File: src/mpct_pkg.sv
`timescale 1ns / 1ps
// ----------------------------------------------------------------------------
// mpct_pkg
// Shared codes, constants and stage records of the mouse cursor tracker.
// ----------------------------------------------------------------------------
package mpct_pkg;

  // Input item sources.
  localparam logic [1:0] FUNC_PS2    = 2'd0;
  localparam logic [1:0] FUNC_BOOT   = 2'd1;
  localparam logic [1:0] FUNC_TABLET = 2'd2;

  // Result kinds.
  localparam logic [1:0] EV_DELTA   = 2'd0;
  localparam logic [1:0] EV_MOVE    = 2'd1;
  localparam logic [1:0] EV_PRESS   = 2'd2;
  localparam logic [1:0] EV_RELEASE = 2'd3;

  // Configuration register indexes.
  localparam logic REG_BOUND_WIDTH  = 1'b0;
  localparam logic REG_BOUND_HEIGHT = 1'b1;

  // Byte 0 of a PS/2 packet.
  localparam int PS2_SYNC_BIT = 3;
  localparam int PS2_XSIGN_BIT = 4;
  localparam int PS2_YSIGN_BIT = 5;
  localparam int PS2_XOVF_BIT = 6;
  localparam int PS2_YOVF_BIT = 7;

  // Minimum HID report lengths.
  localparam logic [7:0] BOOT_MIN_LEN   = 8'd3;
  localparam logic [7:0] TABLET_MIN_LEN = 8'd5;

  // Tablet full scale is 2^SCALE_SHIFT - 1.
  localparam int SCALE_SHIFT = 15;
  localparam logic [15:0] SCALE_FULL = 16'h7FFF;

  localparam logic signed [15:0] DELTA_MAX = 16'sh7FFF;
  localparam logic signed [15:0] DELTA_MIN = -16'sh8000;

  // A decoded update, after framing.
  typedef struct packed {
    logic                is_abs;
    logic signed [15:0]  dx;
    logic signed [15:0]  dy;
    logic [2:0]          buttons;
    logic [15:0]         ax;
    logic [15:0]         ay;
  } upd_t;

  // An update with tablet targets scaled and clamped.
  typedef struct packed {
    logic                is_abs;
    logic signed [15:0]  dx;
    logic signed [15:0]  dy;
    logic [2:0]          buttons;
    logic [15:0]         tx;
    logic [15:0]         ty;
  } tgt_t;

  // Bound write, as seen by the cursor logic.
  typedef struct packed {
    logic        wr_w;
    logic        wr_h;
    logic [15:0] value;
  } cfg_wr_t;

endpackage

File: src/mpct_in_if.sv
`timescale 1ns / 1ps
// ----------------------------------------------------------------------------
// mpct_in_if
// Request channel carrying PS/2 bytes and HID reports.
// ----------------------------------------------------------------------------
interface mpct_in_if;
  logic               valid;
  logic               ready;
  logic [1:0]         func;
  logic               from_aux;
  logic [7:0]         data_byte;
  logic [7:0]         report_length;
  logic signed [7:0]  rel_x;
  logic signed [7:0]  rel_y;
  logic [15:0]        abs_x;
  logic [15:0]        abs_y;

  modport source (output valid, func, from_aux, data_byte, report_length, rel_x, rel_y,
                  abs_x, abs_y, input ready);
  modport sink (input valid, func, from_aux, data_byte, report_length, rel_x, rel_y,
                abs_x, abs_y, output ready);
endinterface

File: src/mpct_out_if.sv
`timescale 1ns / 1ps
// ----------------------------------------------------------------------------
// mpct_out_if
// Result channel carrying delta records and cursor events.
// ----------------------------------------------------------------------------
interface mpct_out_if;
  logic               valid;
  logic               ready;
  logic [1:0]         event_kind;
  logic signed [15:0] delta_x;
  logic signed [15:0] delta_y;
  logic signed [31:0] cursor_x;
  logic signed [31:0] cursor_y;
  logic [2:0]         button_bits;
  logic               last_of_run;

  modport source (output valid, event_kind, delta_x, delta_y, cursor_x, cursor_y,
                  button_bits, last_of_run, input ready);
  modport sink (input valid, event_kind, delta_x, delta_y, cursor_x, cursor_y,
                button_bits, last_of_run, output ready);
endinterface

File: src/mpct_frame.sv
`timescale 1ns / 1ps
// ----------------------------------------------------------------------------
// mpct_frame
// Input register: frames PS/2 packets and decodes HID reports into updates.
// ----------------------------------------------------------------------------
module mpct_frame import mpct_pkg::*; (
  input  logic       clk,
  input  logic       rst,
  mpct_in_if.sink    pkt,
  input  logic       down_free,
  output logic       upd_valid,
  output upd_t       upd
);

  logic [1:0] pos, pos_next;
  logic [7:0] pb0, pb0_next;
  logic [7:0] pb1, pb1_next;
  logic       accept;
  logic       hit;
  upd_t       rec;

  assign pkt.ready = !upd_valid || down_free;
  assign accept = pkt.valid && pkt.ready;

  always_comb begin
    pos_next = pos;
    pb0_next = pb0;
    pb1_next = pb1;
    hit = 1'b0;
    rec.is_abs = 1'b0;
    rec.dx = '0;
    rec.dy = '0;
    rec.buttons = pkt.data_byte[2:0];
    rec.ax = pkt.abs_x;
    rec.ay = pkt.abs_y;
    case (pkt.func)
      FUNC_PS2: begin
        if (pkt.from_aux) begin
          case (pos)
            2'd1: begin
              pb1_next = pkt.data_byte;
              pos_next = 2'd2;
            end
            2'd2: begin
              pos_next = 2'd0;
              hit = pb0[PS2_SYNC_BIT] && !pb0[PS2_XOVF_BIT] && !pb0[PS2_YOVF_BIT];
              rec.dx = {{7{pb0[PS2_XSIGN_BIT]}}, pb0[PS2_XSIGN_BIT], pb1};
              // Y is flipped into screen orientation.
              rec.dy = -$signed({{7{pb0[PS2_YSIGN_BIT]}}, pb0[PS2_YSIGN_BIT],
                                 pkt.data_byte});
              rec.buttons = pb0[2:0];
            end
            default: begin
              // A first byte must carry the sync bit, else framing stays put.
              if (pkt.data_byte[PS2_SYNC_BIT]) begin
                pb0_next = pkt.data_byte;
                pos_next = 2'd1;
              end else begin
                pos_next = 2'd0;
              end
            end
          endcase
        end
      end
      FUNC_BOOT: begin
        hit = pkt.report_length >= BOOT_MIN_LEN;
        rec.dx = {{8{pkt.rel_x[7]}}, pkt.rel_x};
        rec.dy = {{8{pkt.rel_y[7]}}, pkt.rel_y};
      end
      FUNC_TABLET: begin
        hit = pkt.report_length >= TABLET_MIN_LEN;
        rec.is_abs = 1'b1;
      end
      default: hit = 1'b0;
    endcase
  end

  always_ff @(posedge clk) begin
    if (rst) begin
      pos <= 2'd0;
      upd_valid <= 1'b0;
    end else if (accept) begin
      pos <= pos_next;
      upd_valid <= hit;
    end else if (down_free) begin
      upd_valid <= 1'b0;
    end
  end

  always_ff @(posedge clk) begin
    if (accept) begin
      pb0 <= pb0_next;
      pb1 <= pb1_next;
      upd <= rec;
    end
  end

endmodule

File: src/mpct_scale.sv
`timescale 1ns / 1ps
// ----------------------------------------------------------------------------
// mpct_scale
// Two stages that scale tablet coordinates to the bounds: a multiply by
// bound-1, then a divide by the full scale and a clamp to the bound.
// ----------------------------------------------------------------------------
module mpct_scale import mpct_pkg::*; (
  input  logic        clk,
  input  logic        rst,
  input  logic        upd_valid,
  input  upd_t        upd,
  output logic        up_free,
  input  logic [15:0] bound_w,
  input  logic [15:0] bound_h,
  output logic        tgt_valid,
  output tgt_t        tgt,
  input  logic        down_ready
);

  logic        v2;
  upd_t        u2;
  logic [31:0] px, py;
  logic        scx, scy;
  logic        s3_free;
  logic [15:0] wm1, hm1;

  // Divides p by 2^15-1 when scaled, using p = a*(2^15-1) + a + b twice,
  // then clamps to bound-1 when the bound is set.
  function automatic logic [15:0] fit_axis(input logic [31:0] p, input logic scaled,
                                           input logic [15:0] bound);
    logic [16:0] a;
    logic [17:0] c;
    logic [2:0]  a2;
    logic [15:0] d;
    logic [17:0] q;
    logic [15:0] bm1;
    a = p[31:SCALE_SHIFT];
    c = {1'b0, a} + {3'b0, p[SCALE_SHIFT-1:0]};
    a2 = c[17:SCALE_SHIFT];
    d = {13'b0, a2} + {1'b0, c[SCALE_SHIFT-1:0]};
    q = {1'b0, a} + {15'b0, a2} + {17'b0, (d >= SCALE_FULL)};
    if (!scaled) q = {2'b0, p[15:0]};
    bm1 = bound - 16'd1;
    if (bound == 16'd0) fit_axis = q[15:0];
    else if (q > {2'b0, bm1}) fit_axis = bm1;
    else fit_axis = q[15:0];
  endfunction

  assign wm1 = bound_w - 16'd1;
  assign hm1 = bound_h - 16'd1;
  assign s3_free = !tgt_valid || down_ready;
  assign up_free = !v2 || s3_free;

  always_ff @(posedge clk) begin
    if (rst) begin
      v2 <= 1'b0;
      tgt_valid <= 1'b0;
    end else begin
      if (up_free) v2 <= upd_valid;
      if (s3_free) tgt_valid <= v2;
    end
  end

  always_ff @(posedge clk) begin
    if (up_free) begin
      u2 <= upd;
      scx <= bound_w > 16'd1;
      scy <= bound_h > 16'd1;
      px <= (bound_w > 16'd1) ? upd.ax * wm1 : {16'b0, upd.ax};
      py <= (bound_h > 16'd1) ? upd.ay * hm1 : {16'b0, upd.ay};
    end
    if (s3_free) begin
      tgt.is_abs <= u2.is_abs;
      tgt.dx <= u2.dx;
      tgt.dy <= u2.dy;
      tgt.buttons <= u2.buttons;
      tgt.tx <= fit_axis(px, scx, bound_w);
      tgt.ty <= fit_axis(py, scy, bound_h);
    end
  end

endmodule

File: src/mpct_track.sv
`timescale 1ns / 1ps
// ----------------------------------------------------------------------------
// mpct_track
// Cursor and button state, and the result register that plays out the
// delta record and the move, press and release events of each update.
// ----------------------------------------------------------------------------
module mpct_track import mpct_pkg::*; (
  input  logic        clk,
  input  logic        rst,
  input  logic        tgt_valid,
  input  tgt_t        tgt,
  output logic        tk_ready,
  input  logic [15:0] bound_w,
  input  logic [15:0] bound_h,
  input  cfg_wr_t     cfg,
  mpct_out_if.source  evt
);

  logic [31:0]        cx, cy;
  logic [2:0]         btn;
  logic [3:0]         pend;
  logic [3:0]         pend_rest;
  logic signed [15:0] dx_r, dy_r;
  logic [2:0]         pressed_r, released_r;

  logic               take;
  logic               fire;
  logic [31:0]        nx, ny;
  logic signed [15:0] ndx, ndy;
  logic [2:0]         npress, nrelease;
  logic [3:0]         npend;
  logic [15:0]        cfg_m1;

  function automatic logic [31:0] clamp_rel(input logic [31:0] s, input logic [15:0] bound);
    if (bound == 16'd0) clamp_rel = s;
    else if (s[31]) clamp_rel = '0;
    else if (s > {16'b0, bound - 16'd1}) clamp_rel = {16'b0, bound - 16'd1};
    else clamp_rel = s;
  endfunction

  function automatic logic signed [15:0] abs_delta(input logic [15:0] t,
                                                   input logic [31:0] c);
    logic signed [32:0] diff;
    diff = $signed({17'b0, t}) - $signed({c[31], c});
    if (diff > 33'sd32767) abs_delta = DELTA_MAX;
    else if (diff < -33'sd32768) abs_delta = DELTA_MIN;
    else abs_delta = diff[15:0];
  endfunction

  assign pend_rest = pend & (pend - 4'd1);
  assign fire = evt.valid && evt.ready;
  assign tk_ready = (pend == 4'd0) || (fire && pend_rest == 4'd0);
  assign take = tgt_valid && tk_ready;

  always_comb begin
    if (tgt.is_abs) begin
      nx = {16'b0, tgt.tx};
      ny = {16'b0, tgt.ty};
      ndx = abs_delta(tgt.tx, cx);
      ndy = abs_delta(tgt.ty, cy);
    end else begin
      nx = clamp_rel(cx + {{16{tgt.dx[15]}}, tgt.dx}, bound_w);
      ny = clamp_rel(cy + {{16{tgt.dy[15]}}, tgt.dy}, bound_h);
      ndx = tgt.dx;
      ndy = tgt.dy;
    end
    npress = tgt.buttons & ~btn;
    nrelease = btn & ~tgt.buttons;
    npend = {(nrelease != 3'd0), (npress != 3'd0), (ndx != 16'sd0 || ndy != 16'sd0), 1'b1};
  end

  // Writing a nonzero bound pulls a cursor above it down to bound-1, if no update is taken.
  assign cfg_m1 = cfg.value - 16'd1;

  always_ff @(posedge clk) begin
    if (rst) begin
      cx <= '0;
      cy <= '0;
      btn <= '0;
      pend <= '0;
    end else begin
      if (take) begin
        cx <= nx;
        cy <= ny;
        btn <= tgt.buttons;
        pend <= npend;
      end else begin
        if (fire) pend <= pend_rest;
        if (cfg.wr_w && cfg.value != 16'd0 && !cx[31] && cx[30:0] > {15'b0, cfg_m1})
          cx <= {16'b0, cfg_m1};
        if (cfg.wr_h && cfg.value != 16'd0 && !cy[31] && cy[30:0] > {15'b0, cfg_m1})
          cy <= {16'b0, cfg_m1};
      end
    end
  end

  always_ff @(posedge clk) begin
    if (take) begin
      dx_r <= ndx;
      dy_r <= ndy;
      pressed_r <= npress;
      released_r <= nrelease;
    end
  end

  always_comb begin
    evt.valid = pend != 4'd0;
    evt.delta_x = dx_r;
    evt.delta_y = dy_r;
    evt.cursor_x = cx;
    evt.cursor_y = cy;
    evt.last_of_run = pend_rest == 4'd0;
    if (pend[0]) begin
      evt.event_kind = EV_DELTA;
      evt.button_bits = btn;
    end else if (pend[1]) begin
      evt.event_kind = EV_MOVE;
      evt.button_bits = btn;
    end else if (pend[2]) begin
      evt.event_kind = EV_PRESS;
      evt.button_bits = pressed_r;
    end else begin
      evt.event_kind = EV_RELEASE;
      evt.button_bits = released_r;
    end
  end

endmodule

File: src/mouse_packet_cursor_tracker_top.sv
`timescale 1ns / 1ps
// ----------------------------------------------------------------------------
// mouse_packet_cursor_tracker_top
// PS/2 and HID mouse decoder with a bounded cursor and button events.
// ----------------------------------------------------------------------------
//  Channel  Dir  Handshake            Carries
//  pkt      in   valid/ready          PS/2 byte or HID boot/tablet report
//  evt      out  valid/ready          delta record, move, press, release
//  apb      in   psel/penable/pwrite  bound_width at 0x0, bound_height at 0x4
//
// A request is taken in every cycle while the four-stage pipeline has room
// (input register, multiply, scale and clamp, cursor and result register).
// A request's first result is offered once it has passed the multiply and
// the scale and clamp stages into the result register, which sets the
// sustained rate: an update gives one to four results, one per cycle while
// evt.ready is high. Reset clears framing, cursor, buttons and bounds.
// A stalled result channel fills the pipeline and then holds pkt.ready low.
// ----------------------------------------------------------------------------
module mouse_packet_cursor_tracker_top import mpct_pkg::*; (
  input  logic        clk,
  input  logic        rst,
  mpct_in_if.sink     pkt,
  mpct_out_if.source  evt,
  input  logic        psel,
  input  logic        penable,
  input  logic        pwrite,
  input  logic [2:0]  paddr,
  input  logic [31:0] pwdata,
  output logic [31:0] prdata,
  output logic        pready
);

  logic [15:0] bound_w, bound_h;
  logic        wr;
  cfg_wr_t     cfg;
  logic        upd_valid, up_free;
  upd_t        upd;
  logic        tgt_valid, tk_ready;
  tgt_t        tgt;

  assign pready = 1'b1;
  assign wr = psel && penable && pwrite;
  assign cfg.wr_w = wr && (paddr[2] == REG_BOUND_WIDTH);
  assign cfg.wr_h = wr && (paddr[2] == REG_BOUND_HEIGHT);
  assign cfg.value = pwdata[15:0];
  assign prdata = (paddr[2] == REG_BOUND_WIDTH) ? {16'b0, bound_w} : {16'b0, bound_h};

  always_ff @(posedge clk) begin
    if (rst) begin
      bound_w <= '0;
      bound_h <= '0;
    end else begin
      if (cfg.wr_w) bound_w <= cfg.value;
      if (cfg.wr_h) bound_h <= cfg.value;
    end
  end

  mpct_frame u_frame (
    .clk       (clk),
    .rst       (rst),
    .pkt       (pkt),
    .down_free (up_free),
    .upd_valid (upd_valid),
    .upd       (upd)
  );

  mpct_scale u_scale (
    .clk        (clk),
    .rst        (rst),
    .upd_valid  (upd_valid),
    .upd        (upd),
    .up_free    (up_free),
    .bound_w    (bound_w),
    .bound_h    (bound_h),
    .tgt_valid  (tgt_valid),
    .tgt        (tgt),
    .down_ready (tk_ready)
  );

  mpct_track u_track (
    .clk       (clk),
    .rst       (rst),
    .tgt_valid (tgt_valid),
    .tgt       (tgt),
    .tk_ready  (tk_ready),
    .bound_w   (bound_w),
    .bound_h   (bound_h),
    .cfg       (cfg),
    .evt       (evt)
  );

endmodule

File: src/flat_wrapper.sv
// flat-port wrapper written by rule: the top's interface ports become plain ports
module mouse_packet_cursor_tracker_top_flat import mpct_pkg::*;
  (clk, rst, psel, penable, pwrite, paddr, pwdata, prdata, pready, pkt_valid, pkt_func, pkt_from_aux, pkt_data_byte, pkt_report_length, pkt_rel_x, pkt_rel_y, pkt_abs_x, pkt_abs_y, pkt_ready, evt_valid, evt_event_kind, evt_delta_x, evt_delta_y, evt_cursor_x, evt_cursor_y, evt_button_bits, evt_last_of_run, evt_ready);
  mpct_in_if pkt_i ();
  mpct_out_if evt_i ();
  input  logic clk;
  input  logic rst;
  input  logic psel;
  input  logic penable;
  input  logic pwrite;
  input  logic [2:0] paddr;
  input  logic [31:0] pwdata;
  output logic [31:0] prdata;
  output logic pready;
  input wire logic [$bits(pkt_i.valid)-1:0] pkt_valid;
  input wire logic [$bits(pkt_i.func)-1:0] pkt_func;
  input wire logic [$bits(pkt_i.from_aux)-1:0] pkt_from_aux;
  input wire logic [$bits(pkt_i.data_byte)-1:0] pkt_data_byte;
  input wire logic [$bits(pkt_i.report_length)-1:0] pkt_report_length;
  input wire logic [$bits(pkt_i.rel_x)-1:0] pkt_rel_x;
  input wire logic [$bits(pkt_i.rel_y)-1:0] pkt_rel_y;
  input wire logic [$bits(pkt_i.abs_x)-1:0] pkt_abs_x;
  input wire logic [$bits(pkt_i.abs_y)-1:0] pkt_abs_y;
  output wire logic [$bits(pkt_i.ready)-1:0] pkt_ready;
  output wire logic [$bits(evt_i.valid)-1:0] evt_valid;
  output wire logic [$bits(evt_i.event_kind)-1:0] evt_event_kind;
  output wire logic [$bits(evt_i.delta_x)-1:0] evt_delta_x;
  output wire logic [$bits(evt_i.delta_y)-1:0] evt_delta_y;
  output wire logic [$bits(evt_i.cursor_x)-1:0] evt_cursor_x;
  output wire logic [$bits(evt_i.cursor_y)-1:0] evt_cursor_y;
  output wire logic [$bits(evt_i.button_bits)-1:0] evt_button_bits;
  output wire logic [$bits(evt_i.last_of_run)-1:0] evt_last_of_run;
  input wire logic [$bits(evt_i.ready)-1:0] evt_ready;
  assign pkt_i.valid = pkt_valid;
  assign pkt_i.func = pkt_func;
  assign pkt_i.from_aux = pkt_from_aux;
  assign pkt_i.data_byte = pkt_data_byte;
  assign pkt_i.report_length = pkt_report_length;
  assign pkt_i.rel_x = pkt_rel_x;
  assign pkt_i.rel_y = pkt_rel_y;
  assign pkt_i.abs_x = pkt_abs_x;
  assign pkt_i.abs_y = pkt_abs_y;
  assign pkt_ready = pkt_i.ready;
  assign evt_valid = evt_i.valid;
  assign evt_event_kind = evt_i.event_kind;
  assign evt_delta_x = evt_i.delta_x;
  assign evt_delta_y = evt_i.delta_y;
  assign evt_cursor_x = evt_i.cursor_x;
  assign evt_cursor_y = evt_i.cursor_y;
  assign evt_button_bits = evt_i.button_bits;
  assign evt_last_of_run = evt_i.last_of_run;
  assign evt_i.ready = evt_ready;
  mouse_packet_cursor_tracker_top u_core (.clk(clk), .rst(rst), .pkt(pkt_i), .evt(evt_i), .psel(psel), .penable(penable), .pwrite(pwrite), .paddr(paddr), .pwdata(pwdata), .prdata(prdata), .pready(pready));
endmodule
File: config.mk
export PLATFORM = sky130hd
export DESIGN_NAME = mouse_packet_cursor_tracker_top_flat
export DESIGN_NICKNAME = d
export VERILOG_FILES = /design/src/mpct_pkg.sv /design/src/mpct_in_if.sv /design/src/mpct_out_if.sv /design/src/mpct_frame.sv /design/src/mpct_scale.sv /design/src/mpct_track.sv /design/src/mouse_packet_cursor_tracker_top.sv /design/src/flat_wrapper.sv
export SDC_FILE = /design/constraint.sdc
export NUM_CORES = 2
export LEC_CHECK = 0
export BUFFER_PORTS_ARGS = -buffer_cell sky130_fd_sc_hd__clkbuf_2
export CELL_PAD_IN_SITES_DETAIL_PLACEMENT = 0
export CELL_PAD_IN_SITES_GLOBAL_PLACEMENT = 2
export CORE_MARGIN = 10
export CORE_UTILIZATION = 40
export DETAILED_ROUTE_END_ITERATION = 10
export HOLD_SLACK_MARGIN = 0.05
export PLACE_DENSITY_LB_ADDON = 0.1
export REMOVE_ABC_BUFFERS = 1
export SLEW_MARGIN = 20
export SYNTH_ARGS = -nofsm -noshare
export SYNTH_HDL_FRONTEND = slang
export SYNTH_SLANG_ARGS = --single-unit
File: constraint.sdc
create_clock -name clk -period 10.34 [get_ports clk]
set_input_delay 2.068 -clock clk [delete_from_list [all_inputs] [get_ports clk]]
set_output_delay 2.068 -clock clk [all_outputs]
set_load 0.01 [all_outputs]
==> summary.json <==
{
  "status": {
    "outcome": "finished clean"
  },
  "sta": {
    "finalSetupTns_ps": 0,
    "worst_slew_pin_slew_ps": 1110,
    "period_minus_slack_ps": 9480,
    "max_freq_mhz": 105,
    "worst_clock_skew_ps": 59.5,
    "rsz0062_at_grt": "false",
    "finalCritPeriodShare_pct": 91.7,
    "maxSlewHeadroom_pct": 25.6,
    "final_hold_viol_count": 0,
    "final.setup.worst_slack_ps": 856,
    "setup_viol": 0,
    "maxSlewViolCount": 0
  },
  "routing": {
    "drt-total-wl_mm": 141,
    "final_antenna_net_count": 0,
    "wl_per_cell_um": 22.2,
    "num_vias": 34382,
    "drt_first_pass_iters": 5,
    "detail_route.vias_per_cell": 5.41,
    "drt_iter0_markers": 2398,
    "drt_drc": 0
  },
  "floorplanning": {
    "fp.coreArea_mm2": 0.107,
    "width_of_the_chip_um": 348,
    "rows": 120,
    "start_util_pct": 40.2,
    "ios": 246,
    "fp.dieH_um": 348,
    "fp.dieArea_mm2": 0.121
  },
  "layout": {
    "areaGrowthSynthToFinish_pct": 11.0,
    "final_net_count": 5866,
    "n_fill_cell": 10661,
    "post_layout_nonfiller_instances": 6358,
    "final-seq-area_mm2": 0.0103,
    "fraction_of_final_layout_cells_with_drive_strength_greater_than_1_pct": 9.76,
    "final_area_mm2": 0.0476,
    "area_of_the_multi_input_gates_mm2": 0.0300
  },
  "logic_synthesis": {
    "netlist_area_mm2": 0.0429,
    "post_synthesis_sequential_area_ratio_pct": 23.9,
    "synth.avg_cell_area_um2": 9.06,
    "synth_ff_type": "sky130_fd_sc_hd__edfxtp_1",
    "post_synth_num_cell_types": 84,
    "synth_enable_flop_cells": 270,
    "synth_area_leaders": "sky130_fd_sc_hd__edfxtp_1, sky130_fd_sc_hd__fa_1, sky130_fd_sc_hd__ha_1, sky130_fd_sc_hd__inv_1, sky130_fd_sc_hd__nand2_1",
    "postSynthRegisterBits": 378,
    "synth_async_sr_flop_share_pct": 0,
    "post-synth-top-area-cell": "sky130_fd_sc_hd__edfxtp_1",
    "synth_commonest_cells": "sky130_fd_sc_hd__inv_1, sky130_fd_sc_hd__nand2_1, sky130_fd_sc_hd__ha_1",
    "post-synth-top-area-fraction_pct": 18.9,
    "syn-instance-count": 4734,
    "synthesis.yosys.warnings": 0,
    "synthMostInstantiatedCell": "sky130_fd_sc_hd__inv_1"
  },
  "global_routing": {
    "grt.total_usage_pct": 23.0,
    "grt_max_degree": 63,
    "grt_pass1_vias": 34489,
    "overflow": 0,
    "grt_antenna_before_repair": 14,
    "grt_first_pass_wirelength_mm": 215
  },
  "setup_path": {
    "library_cell_contributing_the_largest_single_delay_on_the_critical_path": "sky130_fd_sc_hd__fa_1",
    "critical_path.max_fanout": 6,
    "cpPeakStageDelay_ps": 500,
    "worstPathRequired_ps": 10760,
    "cp-start-kind": "flop",
    "critical-path-top-cell-by-count": "sky130_fd_sc_hd__o21ai_0",
    "endpoint_kind": "flop",
    "crit_family": "compound AO/OA/AOI/OAI gates",
    "data_arrival_time_of_the_critical_path_ps": 9910,
    "path_buf_inv": 2,
    "crit_type": "flop to flop"
  },
  "clocking": {
    "clock_sinks": 378,
    "clock_path_buffers": 3,
    "tritoncts_clock_tree": "built",
    "clock_tree.root_cell": "sky130_fd_sc_hd__clkbuf_16",
    "htreeDepth": 2,
    "clk-insertion-delay-late_ps": 670,
    "cts.reportedPaths.clkPinSlew_ps": 60,
    "cts_bufs_inserted": 50
  },
  "min_path": {
    "worstHoldPathType": "flop to flop"
  },
  "place": {
    "placement.setup.worst_slack_ps": 283,
    "placement.io_buffers": 210,
    "detailed_place.area_mm2": 0.0458,
    "routabilityCongestion": 0.905,
    "dp_hpwl_mm": 113,
    "post-place-cells": 6259
  },
  "run": {
    "drv_cap": 0
  }
}
==> sequential cells by signal, indices dropped and copies added, names as in the netlist <==
signal,cells
u_core.u_scale.v2,1
u_core.u_scale.tgt_valid,1
u_core.u_track.evt.cursor_x,32
u_core.u_scale.py,32
u_core.bound_w,16
u_core.u_scale.px,32
u_core.u_frame.upd_valid,1
u_core.u_frame.upd,61
u_core.u_frame.pb1,8
u_core.u_scale.u2,29
u_core.u_track.btn,3
u_core.u_track.released_r,3
u_core.u_track.evt.cursor_y,32
u_core.u_scale.scx,1
u_core.u_frame.pos,2
u_core.u_track.evt.delta_y,16
u_core.u_track.pressed_r,3
u_core.u_scale.tgt,61
u_core.u_track.pend,4
u_core.u_track.evt.delta_x,16
u_core.u_scale.scy,1
u_core.bound_h,16
u_core.u_frame.pb0,7
==> per-stage QoR <==
step | util [%] | hold slack [ps]
2_1_floorplan | - | 400
3_5_place_dp | 42.9 | 405
4_1_cts | 44.5 | 403
3_3_place_gp | 42.9 | 401
6_report | 44.6 | 389
5_1_grt | 44.6 | 418
==> layer usage <==
| layer | GRT usage (%) | share of wire (%) | vias to the layer above |
|---|---|---|---|
| met4 | 6.51 | 2.8 | 12 |
| met1 | 33.1 | 48 | 16924 |
| met2 | 34.7 | 43 | 850 |
| met3 | 4.51 | 6.8 | 166 |
| li1 | - | - | 16430 |
| met5 | 0 | 0.050 | - |
==> path summary, 6_finish.rpt <==
| kind | slack [ps] | from | cells past startpoint | to |
|---|---|---|---|---|
| setup / recovery | 860 | u_core.u_scale.py[15] | 46 | u_core.u_scale.tgt[4] |
| hold / removal | 390 | u_core.u_scale.u2[49] | 0 | u_core.u_scale.tgt[49] |
| setup reg to reg | 860 | u_core.u_scale.py[15] | 46 | u_core.u_scale.tgt[4] |
| hold reg to reg | 390 | u_core.u_scale.u2[49] | 0 | u_core.u_scale.tgt[49] |
==> cells in the final DEF, fill, tap and decap left out, types with 145 or more instances in the layout <==
cell                       synthesis  layout
sky130_fd_sc_hd__inv_1           599     597
sky130_fd_sc_hd__nand2_1         596     593
sky130_fd_sc_hd__ha_1            447     447
sky130_fd_sc_hd__fa_1            400     400
sky130_fd_sc_hd__nor2_1          280     279
sky130_fd_sc_hd__edfxtp_1        270     270
sky130_fd_sc_hd__a21oi_1         242     241
sky130_fd_sc_hd__clkbuf_2          0     209
sky130_fd_sc_hd__o21ai_0         160     159
sky130_fd_sc_hd__and2_1          146     145
==> worst reg2reg max path: cells and delay by family, from the launching register on <==
kind | cells | cell delay [ps]
buf+inv | 2 | 110
compound gates | 21 | 4060
simple gates | 13 | 1690
xor+xnor | 3 | 590
flops | 1 | 410
fa+ha+maj | 6 | 2060
mux | 1 | 360
==> layout make-up <==
cell class / instances / area share (%)
clock buffers: 56 / 2.76
clock inverters: 37 / 0.859
inverters: 600 / 4.73
repair buffers: 287 / 3.45
multi-input cells: 3593 / 62.9
well taps: 1403 / 3.69
flip-flops and latches: 378 / 21.6
diodes: 4 / 0.0210
==> logic make-up after synthesis <==
logic type,share of synthesized area (%)
other cells,0.0175
mux,1.72
fa+ha+maj,31.7
buf+inv,7.01
flops,23.9
compound gates,13.4
xor+xnor,5.00
simple gates,17.2
==> repair_timing <==
action / in CTS / in global routing
endpoints found under the hold margin: 0 / 0
hold buffers: 0 / 0
endpoints found under the setup margin: 0 / 31
resized for setup: 0 / 9
setup buffers: 0 / 1
Power is left out: the tool's default activity adds up to more than one toggle a clock period on the data nets, which glitch-free logic cannot reach.
